**src/hw/rtl/cdns_pkg.sv**
```systemverilog
`timescale 1ns / 1ps
// Shared types, constants and byte tables for the captive DNS responder.
// Used by the front, queue, back and top-level modules; depends on nothing.
package cdns_pkg;

    localparam int MAX_PACKET = 512;
    localparam int POS_W      = 11;
    localparam int HDR_LEN    = 12;
    localparam int ID_LEN     = 2;
    localparam int TAIL_LEN   = 4;
    localparam int ANS_LEN    = 16;
    localparam int ANS_IDX_W  = 4;
    localparam int CFG_IDX_W  = 2;
    localparam int QDEPTH     = 4;
    localparam int QPTR_W     = 2;
    localparam int QCNT_W     = 3;

    localparam logic [CFG_IDX_W-1:0] CFG_ANSWER_IPV4 = 2'd0;
    localparam logic [CFG_IDX_W-1:0] CFG_ANSWER_TTL  = 2'd1;

    localparam logic [31:0] IPV4_RESET = 32'hC0A8_6401;
    localparam logic [31:0] TTL_RESET  = 32'd60;

    typedef enum logic [1:0] {
        END_NONE   = 2'd0,
        END_DROP   = 2'd1,
        END_ANSWER = 2'd2
    } end_kind_t;

    // One queue entry: an optional copied byte, then an optional end action.
    typedef struct packed {
        logic      has_byte;
        logic [7:0] data;
        end_kind_t end_kind;
    } cmd_t;

    // Fixed header bytes at positions 2 to 11: flags 0x8180, one question,
    // one answer, no authority or additional records.
    function automatic logic [7:0] header_byte(input logic [3:0] pos);
        logic [7:0] b;
        case (pos)
            4'd2:    b = 8'h81;
            4'd3:    b = 8'h80;
            4'd5:    b = 8'h01;
            4'd7:    b = 8'h01;
            default: b = 8'h00;
        endcase
        return b;
    endfunction

    // Byte idx of the appended A record.
    function automatic logic [7:0] answer_byte(input logic [ANS_IDX_W-1:0] idx,
                                               input logic [31:0] ttl,
                                               input logic [31:0] ipv4);
        logic [7:0] b;
        case (idx)
            4'd0:    b = 8'hC0;
            4'd1:    b = 8'h0C;
            4'd3:    b = 8'h01;
            4'd5:    b = 8'h01;
            4'd6:    b = ttl[31:24];
            4'd7:    b = ttl[23:16];
            4'd8:    b = ttl[15:8];
            4'd9:    b = ttl[7:0];
            4'd11:   b = 8'h04;
            4'd12:   b = ipv4[31:24];
            4'd13:   b = ipv4[23:16];
            4'd14:   b = ipv4[15:8];
            4'd15:   b = ipv4[7:0];
            default: b = 8'h00;
        endcase
        return b;
    endfunction

endpackage

```
**src/hw/rtl/cdns_front.sv**
```systemverilog
`timescale 1ns / 1ps
// Front end: tracks the position in the request, walks the question name
// and turns each request byte into at most one queue entry. Uses cdns_pkg.
module cdns_front
(
    input  logic              clk,
    input  logic              rst_n,
    input  logic              accept,
    input  logic [7:0]        req_byte,
    input  logic              req_last,
    output logic              push,
    output cdns_pkg::cmd_t    push_cmd
);

    logic [cdns_pkg::POS_W-1:0] pos_reg, pos_next;
    logic [cdns_pkg::POS_W-1:0] label_pos_reg, label_pos_next;
    logic                       name_ended_reg, name_ended_next;
    logic [2:0]                 tail_reg, tail_next;
    logic                       in_range;
    logic                       fail;
    cdns_pkg::cmd_t             cmd;

    always_comb
    begin
        pos_next        = pos_reg;
        label_pos_next  = label_pos_reg;
        name_ended_next = name_ended_reg;
        tail_next       = tail_reg;
        cmd.has_byte    = 1'b0;
        cmd.data        = req_byte;
        cmd.end_kind    = cdns_pkg::END_NONE;
        in_range        = pos_reg < cdns_pkg::POS_W'(cdns_pkg::MAX_PACKET);

        if (in_range)
        begin
            if (pos_reg < cdns_pkg::POS_W'(cdns_pkg::ID_LEN))
            begin
                cmd.has_byte = 1'b1;
            end
            else if (pos_reg < cdns_pkg::POS_W'(cdns_pkg::HDR_LEN))
            begin
                cmd.has_byte = 1'b1;
                cmd.data     = cdns_pkg::header_byte(pos_reg[3:0]);
            end
            else if (!name_ended_reg)
            begin
                cmd.has_byte = 1'b1;
                if (pos_reg == label_pos_reg)
                begin
                    if (req_byte == 8'd0)
                        name_ended_next = 1'b1;
                    else
                        label_pos_next = label_pos_reg
                                       + cdns_pkg::POS_W'(req_byte)
                                       + cdns_pkg::POS_W'(1);
                end
            end
            else if (tail_reg < 3'(cdns_pkg::TAIL_LEN))
            begin
                cmd.has_byte = 1'b1;
                tail_next    = tail_reg + 3'd1;
            end
            pos_next = pos_reg + cdns_pkg::POS_W'(1);
        end

        // The end decision looks at the state after this byte.
        fail = (pos_next <= cdns_pkg::POS_W'(cdns_pkg::HDR_LEN))
             || !name_ended_next
             || (tail_next < 3'(cdns_pkg::TAIL_LEN))
             || (({1'b0, label_pos_next} + (cdns_pkg::POS_W + 1)'(21))
                 > (cdns_pkg::POS_W + 1)'(cdns_pkg::MAX_PACKET));

        if (req_last)
        begin
            cmd.end_kind    = fail ? cdns_pkg::END_DROP : cdns_pkg::END_ANSWER;
            pos_next        = '0;
            label_pos_next  = cdns_pkg::POS_W'(cdns_pkg::HDR_LEN);
            name_ended_next = 1'b0;
            tail_next       = '0;
        end
    end

    assign push     = accept && (cmd.has_byte || req_last);
    assign push_cmd = cmd;

    always_ff @(posedge clk or negedge rst_n)
    begin
        if (!rst_n)
        begin
            pos_reg        <= '0;
            label_pos_reg  <= cdns_pkg::POS_W'(cdns_pkg::HDR_LEN);
            name_ended_reg <= 1'b0;
            tail_reg       <= '0;
        end
        else if (accept)
        begin
            pos_reg        <= pos_next;
            label_pos_reg  <= label_pos_next;
            name_ended_reg <= name_ended_next;
            tail_reg       <= tail_next;
        end
    end

endmodule

```
**src/hw/rtl/cdns_queue.sv**
```systemverilog
`timescale 1ns / 1ps
// Short command queue between the front end and the back end.
// Uses cdns_pkg for the entry type and depth.
module cdns_queue
(
    input  logic           clk,
    input  logic           rst_n,
    input  logic           push,
    input  cdns_pkg::cmd_t push_cmd,
    output logic           full,
    input  logic           pop,
    output logic           not_empty,
    output cdns_pkg::cmd_t head
);

    cdns_pkg::cmd_t                 entries_reg [cdns_pkg::QDEPTH];
    logic [cdns_pkg::QPTR_W-1:0]    wr_ptr_reg, wr_ptr_next;
    logic [cdns_pkg::QPTR_W-1:0]    rd_ptr_reg, rd_ptr_next;
    logic [cdns_pkg::QCNT_W-1:0]    count_reg, count_next;
    logic                           do_push, do_pop;

    assign full      = count_reg == cdns_pkg::QCNT_W'(cdns_pkg::QDEPTH);
    assign not_empty = count_reg != '0;
    assign head      = entries_reg[rd_ptr_reg];
    assign do_push   = push && !full;
    assign do_pop    = pop && not_empty;

    always_comb
    begin
        wr_ptr_next = do_push ? wr_ptr_reg + cdns_pkg::QPTR_W'(1) : wr_ptr_reg;
        rd_ptr_next = do_pop  ? rd_ptr_reg + cdns_pkg::QPTR_W'(1) : rd_ptr_reg;
        count_next  = count_reg;
        if (do_push && !do_pop)
            count_next = count_reg + cdns_pkg::QCNT_W'(1);
        else if (do_pop && !do_push)
            count_next = count_reg - cdns_pkg::QCNT_W'(1);
    end

    always_ff @(posedge clk)
    begin
        if (do_push)
            entries_reg[wr_ptr_reg] <= push_cmd;
    end

    always_ff @(posedge clk or negedge rst_n)
    begin
        if (!rst_n)
        begin
            wr_ptr_reg <= '0;
            rd_ptr_reg <= '0;
            count_reg  <= '0;
        end
        else
        begin
            wr_ptr_reg <= wr_ptr_next;
            rd_ptr_reg <= rd_ptr_next;
            count_reg  <= count_next;
        end
    end

endmodule

```
**src/hw/rtl/cdns_back.sv**
```systemverilog
`timescale 1ns / 1ps
// Back end: executes queue entries, sending copied bytes, drop markers and
// the 16-byte answer through a registered output. Uses cdns_pkg.
module cdns_back
(
    input  logic           clk,
    input  logic           rst_n,
    input  logic           q_not_empty,
    input  cdns_pkg::cmd_t q_head,
    output logic           q_pop,
    input  logic [31:0]    answer_ipv4,
    input  logic [31:0]    answer_ttl,
    output logic           resp_valid,
    input  logic           resp_stall,
    output logic [7:0]     resp_byte,
    output logic           resp_last,
    output logic           drop
);

    logic                              has_byte_reg, has_byte_next;
    cdns_pkg::end_kind_t               end_reg, end_next;
    logic [7:0]                        data_reg, data_next;
    logic [cdns_pkg::ANS_IDX_W-1:0]    idx_reg, idx_next;
    logic                              out_valid_reg, out_valid_next;
    logic [7:0]                        out_byte_reg, out_byte_next;
    logic                              out_last_reg, out_last_next;
    logic                              out_drop_reg, out_drop_next;
    logic                              out_free, busy, emit, finishing;

    assign out_free = !out_valid_reg || !resp_stall;
    assign busy     = has_byte_reg || (end_reg != cdns_pkg::END_NONE);
    assign emit     = out_free && busy;

    always_comb
    begin
        has_byte_next  = has_byte_reg;
        end_next       = end_reg;
        data_next      = data_reg;
        idx_next       = idx_reg;
        out_valid_next = out_valid_reg && resp_stall;
        out_byte_next  = out_byte_reg;
        out_last_next  = out_last_reg;
        out_drop_next  = out_drop_reg;
        finishing      = 1'b0;

        if (emit)
        begin
            out_valid_next = 1'b1;
            if (has_byte_reg)
            begin
                out_byte_next = data_reg;
                out_last_next = 1'b0;
                out_drop_next = 1'b0;
                has_byte_next = 1'b0;
                finishing     = end_reg == cdns_pkg::END_NONE;
            end
            else if (end_reg == cdns_pkg::END_DROP)
            begin
                out_byte_next = 8'd0;
                out_last_next = 1'b1;
                out_drop_next = 1'b1;
                end_next      = cdns_pkg::END_NONE;
                finishing     = 1'b1;
            end
            else
            begin
                out_byte_next = cdns_pkg::answer_byte(idx_reg, answer_ttl, answer_ipv4);
                out_last_next = &idx_reg;
                out_drop_next = 1'b0;
                idx_next      = idx_reg + cdns_pkg::ANS_IDX_W'(1);
                if (&idx_reg)
                begin
                    end_next  = cdns_pkg::END_NONE;
                    finishing = 1'b1;
                end
            end
        end

        q_pop = q_not_empty && (!busy || finishing);
        if (q_pop)
        begin
            has_byte_next = q_head.has_byte;
            data_next     = q_head.data;
            end_next      = q_head.end_kind;
            idx_next      = '0;
        end
    end

    always_ff @(posedge clk)
    begin
        data_reg     <= data_next;
        out_byte_reg <= out_byte_next;
        out_last_reg <= out_last_next;
        out_drop_reg <= out_drop_next;
    end

    always_ff @(posedge clk or negedge rst_n)
    begin
        if (!rst_n)
        begin
            has_byte_reg  <= 1'b0;
            end_reg       <= cdns_pkg::END_NONE;
            idx_reg       <= '0;
            out_valid_reg <= 1'b0;
        end
        else
        begin
            has_byte_reg  <= has_byte_next;
            end_reg       <= end_next;
            idx_reg       <= idx_next;
            out_valid_reg <= out_valid_next;
        end
    end

    assign resp_valid = out_valid_reg;
    assign resp_byte  = out_byte_reg;
    assign resp_last  = out_last_reg;
    assign drop       = out_drop_reg;

endmodule

```
**src/hw/rtl/captive_dns_responder_unit.sv**
```systemverilog
`timescale 1ns / 1ps
// Top level of the captive DNS responder: configuration registers plus the
// front end, command queue and back end. Uses cdns_pkg and the cdns_* modules.

// The block accepts one request byte per cycle and answers every DNS query
// with a single A record. The front end takes a byte in every cycle in which
// req_valid is high and the four-entry command queue has room; req_stall
// rises only when that queue is full. Each request byte yields at most one
// response item, so ordinary bytes pass through at one per cycle while
// resp_stall is low. The final byte of a request also starts either a
// one-item drop marker or the 16-byte answer record; the back end sends those
// at one item per cycle while resp_stall is low, and the front end keeps
// taking the next request's bytes until the queue fills. A drop marker
// (resp_byte 0, resp_last 1, drop 1) means every byte already sent for that
// request must be discarded. The address and TTL registers are written
// through the cfg port, which is always ready; they should be changed only
// while no request is in flight.
module captive_dns_responder_unit
(
    input  logic                              clk,
    input  logic                              rst_n,
    input  logic                              req_valid,
    output logic                              req_stall,
    input  logic [7:0]                        req_byte,
    input  logic                              req_last,
    output logic                              resp_valid,
    input  logic                              resp_stall,
    output logic [7:0]                        resp_byte,
    output logic                              resp_last,
    output logic                              drop,
    input  logic                              cfg_valid,
    output logic                              cfg_ready,
    input  logic [cdns_pkg::CFG_IDX_W-1:0]    cfg_index,
    input  logic [31:0]                       cfg_data
);

    logic [31:0]    ipv4_reg, ttl_reg;
    logic           accept;
    logic           push;
    cdns_pkg::cmd_t push_cmd;
    logic           q_full, q_not_empty, q_pop;
    cdns_pkg::cmd_t q_head;

    // Writes to an index past the two registers are ignored.
    assign cfg_ready = 1'b1;

    always_ff @(posedge clk or negedge rst_n)
    begin
        if (!rst_n)
        begin
            ipv4_reg <= cdns_pkg::IPV4_RESET;
            ttl_reg  <= cdns_pkg::TTL_RESET;
        end
        else if (cfg_valid && cfg_ready)
        begin
            case (cfg_index)
                cdns_pkg::CFG_ANSWER_IPV4: ipv4_reg <= cfg_data;
                cdns_pkg::CFG_ANSWER_TTL:  ttl_reg  <= cfg_data;
                default:                   ;
            endcase
        end
    end

    // The front end never needs more than one queue slot per byte, so a full
    // queue is the only reason to hold off the request side.
    assign req_stall = q_full;
    assign accept    = req_valid && !req_stall;

    cdns_front u_front
    (
        .clk      (clk),
        .rst_n    (rst_n),
        .accept   (accept),
        .req_byte (req_byte),
        .req_last (req_last),
        .push     (push),
        .push_cmd (push_cmd)
    );

    cdns_queue u_queue
    (
        .clk       (clk),
        .rst_n     (rst_n),
        .push      (push),
        .push_cmd  (push_cmd),
        .full      (q_full),
        .pop       (q_pop),
        .not_empty (q_not_empty),
        .head      (q_head)
    );

    cdns_back u_back
    (
        .clk         (clk),
        .rst_n       (rst_n),
        .q_not_empty (q_not_empty),
        .q_head      (q_head),
        .q_pop       (q_pop),
        .answer_ipv4 (ipv4_reg),
        .answer_ttl  (ttl_reg),
        .resp_valid  (resp_valid),
        .resp_stall  (resp_stall),
        .resp_byte   (resp_byte),
        .resp_last   (resp_last),
        .drop        (drop)
    );

endmodule

```
**config.mk**
```make
export PLATFORM = sky130hd
export DESIGN_NAME = captive_dns_responder_unit
export DESIGN_NICKNAME = d
export VERILOG_FILES = /design/src/hw/rtl/cdns_pkg.sv /design/src/hw/rtl/cdns_front.sv /design/src/hw/rtl/cdns_queue.sv /design/src/hw/rtl/cdns_back.sv /design/src/hw/rtl/captive_dns_responder_unit.sv
export SDC_FILE = /design/constraint.sdc
export NUM_CORES = 1
export LEC_CHECK = 0
export BUFFER_PORTS_ARGS = -buffer_cell sky130_fd_sc_hd__buf_2
export CAP_MARGIN = 20
export CORE_ASPECT_RATIO = 1.2
export CORE_UTILIZATION = 35
export DETAILED_ROUTE_END_ITERATION = 8
export PLACE_DENSITY_LB_ADDON = 0.3
export SLEW_MARGIN = 0
export SYNTH_ARGS = -nofsm -noshare
export SYNTH_HDL_FRONTEND = slang
export SYNTH_HIERARCHICAL = 1
export SYNTH_SLANG_ARGS = --single-unit
```
**constraint.sdc**
```tcl
create_clock -name clk -period 3.4 [get_ports clk]
set_clock_uncertainty 0.2 [all_clocks]
set_input_delay 0.68 -clock clk [delete_from_list [all_inputs] [get_ports clk]]
set_output_delay 0.68 -clock clk [all_outputs]
set_load 0.005 [all_outputs]
```
Word-level counts from Yosys, hierarchy flattened
Memory sizes are Yosys's and may differ from the RTL's.
Index checks and enable logic that the tools add are counted.
{ "classes": {"n_addsub": 10, "order_cmp": 7, "n_eq_ne": 22, "mux": 57, "reduce_logical": 39} }
{ "ops": {"columns": ["op", "n"], "rows": [
  ["two-way mux 11 bit", 9],
  ["one-hot mux 8 bit (12 select lines)", 1],
  ["two-way mux 8 bit", 4],
  ["== test 4 bit (second input constant)", 7],
  ["two-way mux 3 bit", 8],
  ["one-hot mux 8 bit (3 select lines)", 1],
  ["adder 11 x 1 -> 11 bit (second input constant)", 2],
  ["two-way mux 1 bit", 22],
  ["== test 4 x 3 -> 1 bit (second input constant)", 5],
  ["two-way mux 4 bit", 4],
  ["two-way mux 2 bit", 7],
  ["adder 11 x 5 -> 12 bit (second input constant)", 1],
  ["== test 4 x 2 -> 1 bit (second input constant)", 3],
  ["> comparator 12 x 10 -> 1 bit (second input constant)", 1],
  ["adder 11 x 8 -> 11 bit", 1],
  ["== test 11 bit", 1],
  ["<= comparator 11 x 4 -> 1 bit (second input constant)", 1],
  ["less-than comparator 11 x 10 -> 1 bit (second input constant)", 1],
  ["less-than comparator 11 x 2 -> 1 bit (second input constant)", 1],
  ["less-than comparator 11 x 4 -> 1 bit (second input constant)", 1],
  ["logical AND 1 bit", 9],
  ["two-way mux 9 bit", 1],
  ["zero test 8 bit", 1],
  ["zero test 1 bit", 7],
  ["18 further kinds", 36]
]} }
{ "word_totals": {"regBits": 123, "ram_bits": 44, "out_inout_bits": 13, "word_cells": 153, "mem_count": 1} }
{ "memory_table": {"columns": ["name", "words", "word_bits", "read_ports", "rd_ports_with_merged_regs", "wr", "line", "rtl"], "rows": [
  ["u_queue.entries_reg", 4, 11, 1, 0, 1, "cdns_queue.sv:16", "cdns_pkg::cmd_t entries_reg [cdns_pkg::QDEPTH];"]
]} }

Longest topological paths before layout
Gate-level depths: netlist of run 1.
{ "logic_depth": {"ltp_word": 13, "depth_mapped": 14, "ltp_nobuf": 12} }

Cells and area by module
The synthesis of run 1 kept the hierarchy.
{ "by_module_without_submodules": {"columns": ["mod", "instances", "cells_each", "area_per_inst_um2", "seq_area_each_um2"], "rows": [
  ["captive_dns_responder_unit", 1, 139, 2449.8, 1617.8],
  ["cdns_front", 1, 262, 2178.3, 653.1],
  ["cdns_queue", 1, 92, 2055.7, 1496.4],
  ["cdns_back", 1, 178, 1764.2, 740.7]
]} }

Worst setup path before layout of run 1
OpenSTA, ideal clock, no wires.
{ "synth_timing": {"path_type": "input to register", "from": "input req_byte[0]", "to": "memory u_queue/entries_reg[0][1] (netlist name) (data pin)", "arrival_time_ns": 2.541, "slack_ns": 0.394, "path_stages": 11, "path_buffers": 0, "cell_sequence": "inv_1 -> ha_1 -> inv_1 -> fa_1 -> a211oi_1 -> o21bai_1 -> o22ai_1 -> xor2_1 -> nor4_1 -> o21ai_0 -> and3_1"} }
{ "synth_lines": {"columns": ["item", "line", "rtl"], "rows": [
  ["from (decl)", "captive_dns_responder_unit.sv:24", "input logic [7:0] req_byte,"],
  ["to (decl)", "cdns_queue.sv:16", null]
]} }

==> metrics, run 1 <==
crit share post-route between 90% and 100%; number of buffers created by CTS 17; Hold Path Class in2async; critical path's most frequent cell inv_1; EDFF count, synth 62; Synth Cell Area 8450 sq um; DR pass1 iterations 4; critical path cell sequence inv_1, ha_1, inv_1, fa_1, a211oi_1, o21bai_1, a21oi_1, xor2_1, nor4_1, o21ai_0, and3_1; largest area contributor in the netlist dfrtp_1; max reg flops 44; dominant cell by count in the synthesized netlist dfrtp_1; Fin Setup TNS 0 ns; GRT overflow 0; top cells by area, synth dfrtp_1, edfxtp_1, mux2_2, dfstp_2, ha_1; GP Congestion 0.801; first-pass GRT wire length between 20000 and 30000 um; Crit. End Element flip-flop; minimum clock period 3.13 ns; CTS tree built; Post-Place Cells 1022; IO Port Bufs 59; initial antenna violation count 0; Die ar. 24800 sq um; Worst path slowest cell dfrtp_1; fin nets 797; die width ~140 um; CTS Hold Buffers Added 0; fraction of layout cells with a size suffix above 1 between 20 and 30%; Starting Density 36.1%; vias post-DR between 5k and 6k; crit path max fanout 4; DRC viols 0; ys async rst share about 63%; Max-slew headroom 37.0%; Post-Route WL 17900 um; Final Slew Violations 0; Bufs on Longest Clock Path 2; ant diodes 0; Final setup viols 0; Final HPWL DP 12600 um; Syn. warnings 6; Startpoint Class flip-flop; Cell Count, Final, Fillers Out 1054; vias per cell 5.16; number of gates resized after cts 0; Worst Hold Slack 0.0437 ns; Cell Rows a little over 60; post-CTS setup buffers 0; post-synth top area share 26.7%; unrepaired setup endpoints after global routing false; R2R Setup Slk 0.27 ns; syn nets 742; Worst-Skew Late Latency 0.42 ns; number of fill cells roughly 2.3k; worst-margin pin slew 0.945 ns; Pwr Total around 7.1 mW; Synth cell types 87; most common library cells after synthesis dfrtp_1, mux2_2, edfxtp_1; vias in the first global route 5372; Max rail drop VDD 0.361 mV; Data required, critical path approximately 3.4 ns; Fin. Hold Viols 0; Avg Inst Size Synth 12.6 sq um; CTS H-Tree Depth 4; All-Layer GR Usage 15.5%; Starting DRT DRC Count 232; Root Driver clkbuf_16; Setup CP Type reg2reg; ANT nets after route 0; Final Util 40.9%; core outline area 23400 sq um; number of synthesized register bits between 150 and 200; # IOs 61; DIE HEIGHT about 170 um; Layout area overhead 13.4%; post-synthesis cell count roughly 670; status finished clean; max cap viols 0; CP peak stage delay 0.40 ns; Critical Path AT 3.09 ns; average routed wire per standard cell approximately 17 um; # clock sinks around 170; largest net degree at the start of global routing 62; leakage 3.88 nW; Max Fclk 319 MHz; Power Dens Cells 742 nW/um^2; sequential fraction of the synthesis area a little over half; clk slew on worst S/H paths around 0.070 ns; Synth Flop Type dfrtp_1
-- metrics by stage --
stage / worst slack, ns / area (sq um)
after global routing: 0.0644 / 9580
final: 0.269 / 9580
after CTS: 0.310 / 9580
after global placement: 0.0271 / 8980
after detailed placement: -0.00292 / 8980
after floorplan: 0.394 / 8450
-- layer usage --
| metal | wire [um] | GRT usage, % |
|---|---|---|
| met4 | 402 | 6.52 |
| met3 | 560 | 2.94 |
| met2 | 8890 | 25.6 |
| met5 | 0 | 0 |
| met1 | 8030 | 19.8 |
-- cells in the final DEF, fill, tap and decap left out, drive strengths merged, types with 5 or more instances in the layout --
| master | instances |
|---|---|
| nor4 | 6 |
| inv | 22 |
| a21oi | 30 |
| nor2 | 39 |
| a211oi | 5 |
| edfxtp | 62 |
| xnor2 | 7 |
| and3 | 10 |
| a21boi | 5 |
| nand3 | 19 |
| clkbuf | 19 |
| or3 | 5 |
| dfrtp | 90 |
| and2 | 12 |
| o2bb2ai | 9 |
| dfstp | 15 |
| xor2 | 17 |
| nor2b | 6 |
| o22ai | 8 |
| ha | 21 |
| mux2 | 69 |
| clkinv | 6 |
| buf | 75 |
| mux2i | 16 |
| a22o | 8 |
| o31ai | 5 |
| a31oi | 6 |
| o21ai | 24 |
| or2 | 7 |
| nand2 | 45 |
| mux4 | 11 |
| nor3 | 10 |
-- worst max-delay path, delay by kind of cell (launching register included) --
family	cells	cell delay (ns)
flip-flops	1	0.40
adder cells (fa/ha/maj)	2	0.57
AND/OR/NAND/NOR	2	0.57
XOR/XNOR	1	0.11
buffers and inverters	2	0.17
AO/OA/AOI/OAI	4	0.83
-- power breakdown --
group | internal, mW | switching [mW] | leakage (nW)
logic | 0.980 | 1.14 | 1.75
registers | 2.68 | 0.377 | 1.84
clock network | 1.09 | 0.831 | 0.298
-- kinds of logic after synthesis --
logic type | share of synthesized area (%)
and+or+nand+nor | 10.9
DFF | 53.4
AOI/OAI and AO/OA | 11.0
muxes | 14.4
buffers and inverters | 4.12
xor gates and xnor gates | 2.49
adders and majority gates | 3.58
other | 0.0444
-- layout make-up --
cell class / count / area, sq um / area share (%)
multi-input cells: 449 / 3590 / 37.5
flip-flops and latches: 167 / 4510 / 47.0
clock inverters: 13 / 133 / 1.38
well taps: 315 / 394 / 4.11
inverters: 16 / 60.1 / 0.627
repair buffers: 75 / 430 / 4.49
clock buffers: 19 / 464 / 4.84
-- final timing paths --
check                                                     startpoint                              endpoint  depth (start not counted)
worst max-delay path            u_front/label_pos_reg[0]$_DFFE_PN0P_   u_queue/entries_reg[3][1]$_DFFE_PP_                         11
worst min-delay path                                           rst_n               ttl_reg[24]$_DFFE_PN0P_                          1
worst max register to register  u_front/label_pos_reg[0]$_DFFE_PN0P_   u_queue/entries_reg[3][1]$_DFFE_PP_                         11
worst min register to register              ipv4_reg[29]$_DFFE_PN0P_              ipv4_reg[29]$_DFFE_PN0P_                          1
max in group asynchronous                                      rst_n  u_front/label_pos_reg[3]$_DFFE_PN1P_                          2
min in group clk                                        cfg_data[29]              ipv4_reg[29]$_DFFE_PN0P_                          2
Power figures use the tool's default switching activity.
==> run 2, diff against run 1 <==
--- a/config.mk
+++ b/config.mk
@@ -8,10 +8,9 @@
 export BUFFER_PORTS_ARGS = -buffer_cell sky130_fd_sc_hd__buf_2
 export CAP_MARGIN = 20
 export CORE_ASPECT_RATIO = 1.2
-export CORE_UTILIZATION = 35
+export CORE_UTILIZATION = 61
 export DETAILED_ROUTE_END_ITERATION = 8
 export PLACE_DENSITY_LB_ADDON = 0.3
-export SLEW_MARGIN = 0
 export SYNTH_ARGS = -nofsm -noshare
 export SYNTH_HDL_FRONTEND = slang
 export SYNTH_HIERARCHICAL = 1
==> constraint.sdc (replaced) <==
create_clock -name clk -period 3.4 [get_ports clk]
set_clock_uncertainty 0.2 [all_clocks]
set_input_delay 0.17 -clock clk [delete_from_list [all_inputs] [get_ports clk]]
set_output_delay 0.17 -clock clk [all_outputs]
set_load 0.005 [all_outputs]
==> metrics, run 2 (synthesized netlist as in run 1, its figures left out) <==
Starting DRT DRC Count between 400 and 500; met1 Use GR approximately a third; worst-margin pin slew 0.966 ns; NetSw 2.39 mW; unrepaired setup endpoints after global routing false; minimum clock period 3.18 ns; average routed wire per standard cell 21.0 um; fraction of layout cells with a size suffix above 1 27.0%; Setup CP Type reg2reg; Final HPWL DP 12800 um; Post-Route WL 19900 um; Starting Density 63.3%; vias post-DR 5914; Final setup viols 0; switching fraction of total power 33.8%; Startpoint Class flip-flop; Gate power share 31.6%; critical path cell sequence nor3_1, nand3_1, a31oi_4, nor2_1, nor2_1, nor2b_2, ha_1, inv_1, fa_1, xor2_1, nor2_1, xor2_1; Layout area overhead 15.2%; sequential standard cell area 4510 sq um; die width 109 um; Critical Path AT roughly 3.3 ns; DR pass1 iterations 4; Int Power about 4.7 mW; clk slew on worst S/H paths 0.06 ns; Clk network pwr share roughly 25%; most frequent cells in the layout dfrtp_1, mux2_2, edfxtp_1; post-CTS setup buffers 0; DRC viols 0; status finished clean; leakage 4.01 nW; multi-input combinational cell area ~3600 sq um; Data required, critical path roughly 3.6 ns; GR Util met3 5.46%; Max rail drop VDD 0.474 mV; first-pass GRT wire length 30900 um; GRT overflow 0; Fin. Hold Viols 0; Final Slew Violations 0; CTS H-Tree Depth 4; IO Port Bufs 59; DIE HEIGHT roughly 130 um; vias per cell 6.24; critical path's most frequent cell nor2_1; Root Driver clkbuf_16; max reg flops 44; crit path max fanout 9; Hold Path Class in2reg; Fin Setup TNS 0 ns; Worst path slowest cell dfrtp_1; gr busiest metal met2; GP Congestion between 0.9 and 1; Reg power frac 43.3%; fin nets 837; Final Util 72.9%; Crit. End Element flip-flop; commonest non-fill, non-tap cell in the layout dfrtp_1; max cap viols 0; CTS tree built; All-Layer GR Usage 29.4%; Area after DPL 8770 sq um; Max Fclk 315 MHz; Max-slew headroom 35.2%; core outline area approximately 13000 sq um; CP peak stage delay between 0.4 and 0.5 ns; ANT nets after route 0; met2 Use GR 50.8%; Worst-Skew Late Latency approximately 0.43 ns; number of fill cells 883; ant diodes 0; Worst Hold Slack approximately 0.10 ns; number of buffers created by CTS 17; Pwr Total about 7.1 mW; crit share post-route between 90 and 100%; # clock sinks 167; initial antenna violation count 0; Die ar. 14300 sq um; largest net degree at the start of global routing 54; # IOs about 60; final instance area 9730 sq um; vias in the first global route 6048; Power Dens Cells roughly 730 nW/um^2; Cell Rows 46; Bufs on Longest Clock Path 2
-- run 2: repair_timing --
item | in CTS | in global routing
resized for setup | 0 | 2
endpoints found under the setup margin | 0 | 1
hold buffers | 42 | 0
endpoints found under the hold margin | 144 | 0
-- run 2: power groups by stage --
| stage | clock, mW | sequential, mW | combinational [mW] |
|---|---|---|---|
| floorplan | 0 | 2.93 | 1.69 |
| global placement | 0 | 3.05 | 2.08 |
| detailed placement | 0 | 3.08 | 2.16 |
| CTS | 1.77 | 3.05 | 2.21 |
| global route | 1.86 | 3.11 | 2.41 |
| finish | 1.77 | 3.06 | 2.24 |
-- run 2: path summary, 6_finish.rpt --
kind	from	to	slack [ns]	cells after the start
max in group asynchronous	rst_n	ipv4_reg[13]$_DFFE_PN1P_	2.03	3
min	req_last	u_front/label_pos_reg[10]$_DFFE_PN0P_	0.10	3
max	u_front/pos_reg[5]$_DFFE_PN0P_	u_queue/count_reg[2]$_DFFE_PN0P_	0.22	12
min reg2reg	ttl_reg[11]$_DFFE_PN0P_	ttl_reg[11]$_DFFE_PN0P_	0.30	1
max reg2reg	u_front/pos_reg[5]$_DFFE_PN0P_	u_queue/count_reg[2]$_DFFE_PN0P_	0.22	12
min in group asynchronous	rst_n	u_back/idx_reg[2]$_DFFE_PN0P_	0.13	2
-- run 2: critical path, delay by kind of cell (launching register included) --
family	cells	cell delay [ns]
buffers and inverters	1	0.06
XOR/XNOR	2	0.36
flip-flops	1	0.47
AND/OR/NAND/NOR	6	1.07
adder cells (fa/ha/maj)	2	0.63
AO/OA/AOI/OAI	1	0.32
-- run 2: through the flow --
step	worst slack (ns)	cells
6_report	0.225	947
5_1_grt	0.0279	947
4_1_cts	0.127	947
3_5_place_dp	0.163	873
3_3_place_gp	0.380	873
2_1_floorplan	0.519	671
-- run 2: cell type report --
class	instances	area share, %
clock buffers	20	4.49
multi-input cells	449	37.1
flip-flops and latches	167	46.3
inverters	16	0.617
repair buffers	115	8.46
well taps	168	2.16
clock inverters	12	0.900
-- run 2: routing by layer --
| metal | share of wire [%] | vias to the layer above |
|---|---|---|
| met3 | 4.5 | 67 |
| met5 | 0 | - |
| met1 | 39 | 2956 |
| met2 | 52 | 209 |
| met4 | 4.9 | 0 |
| li1 | - | 2682 |
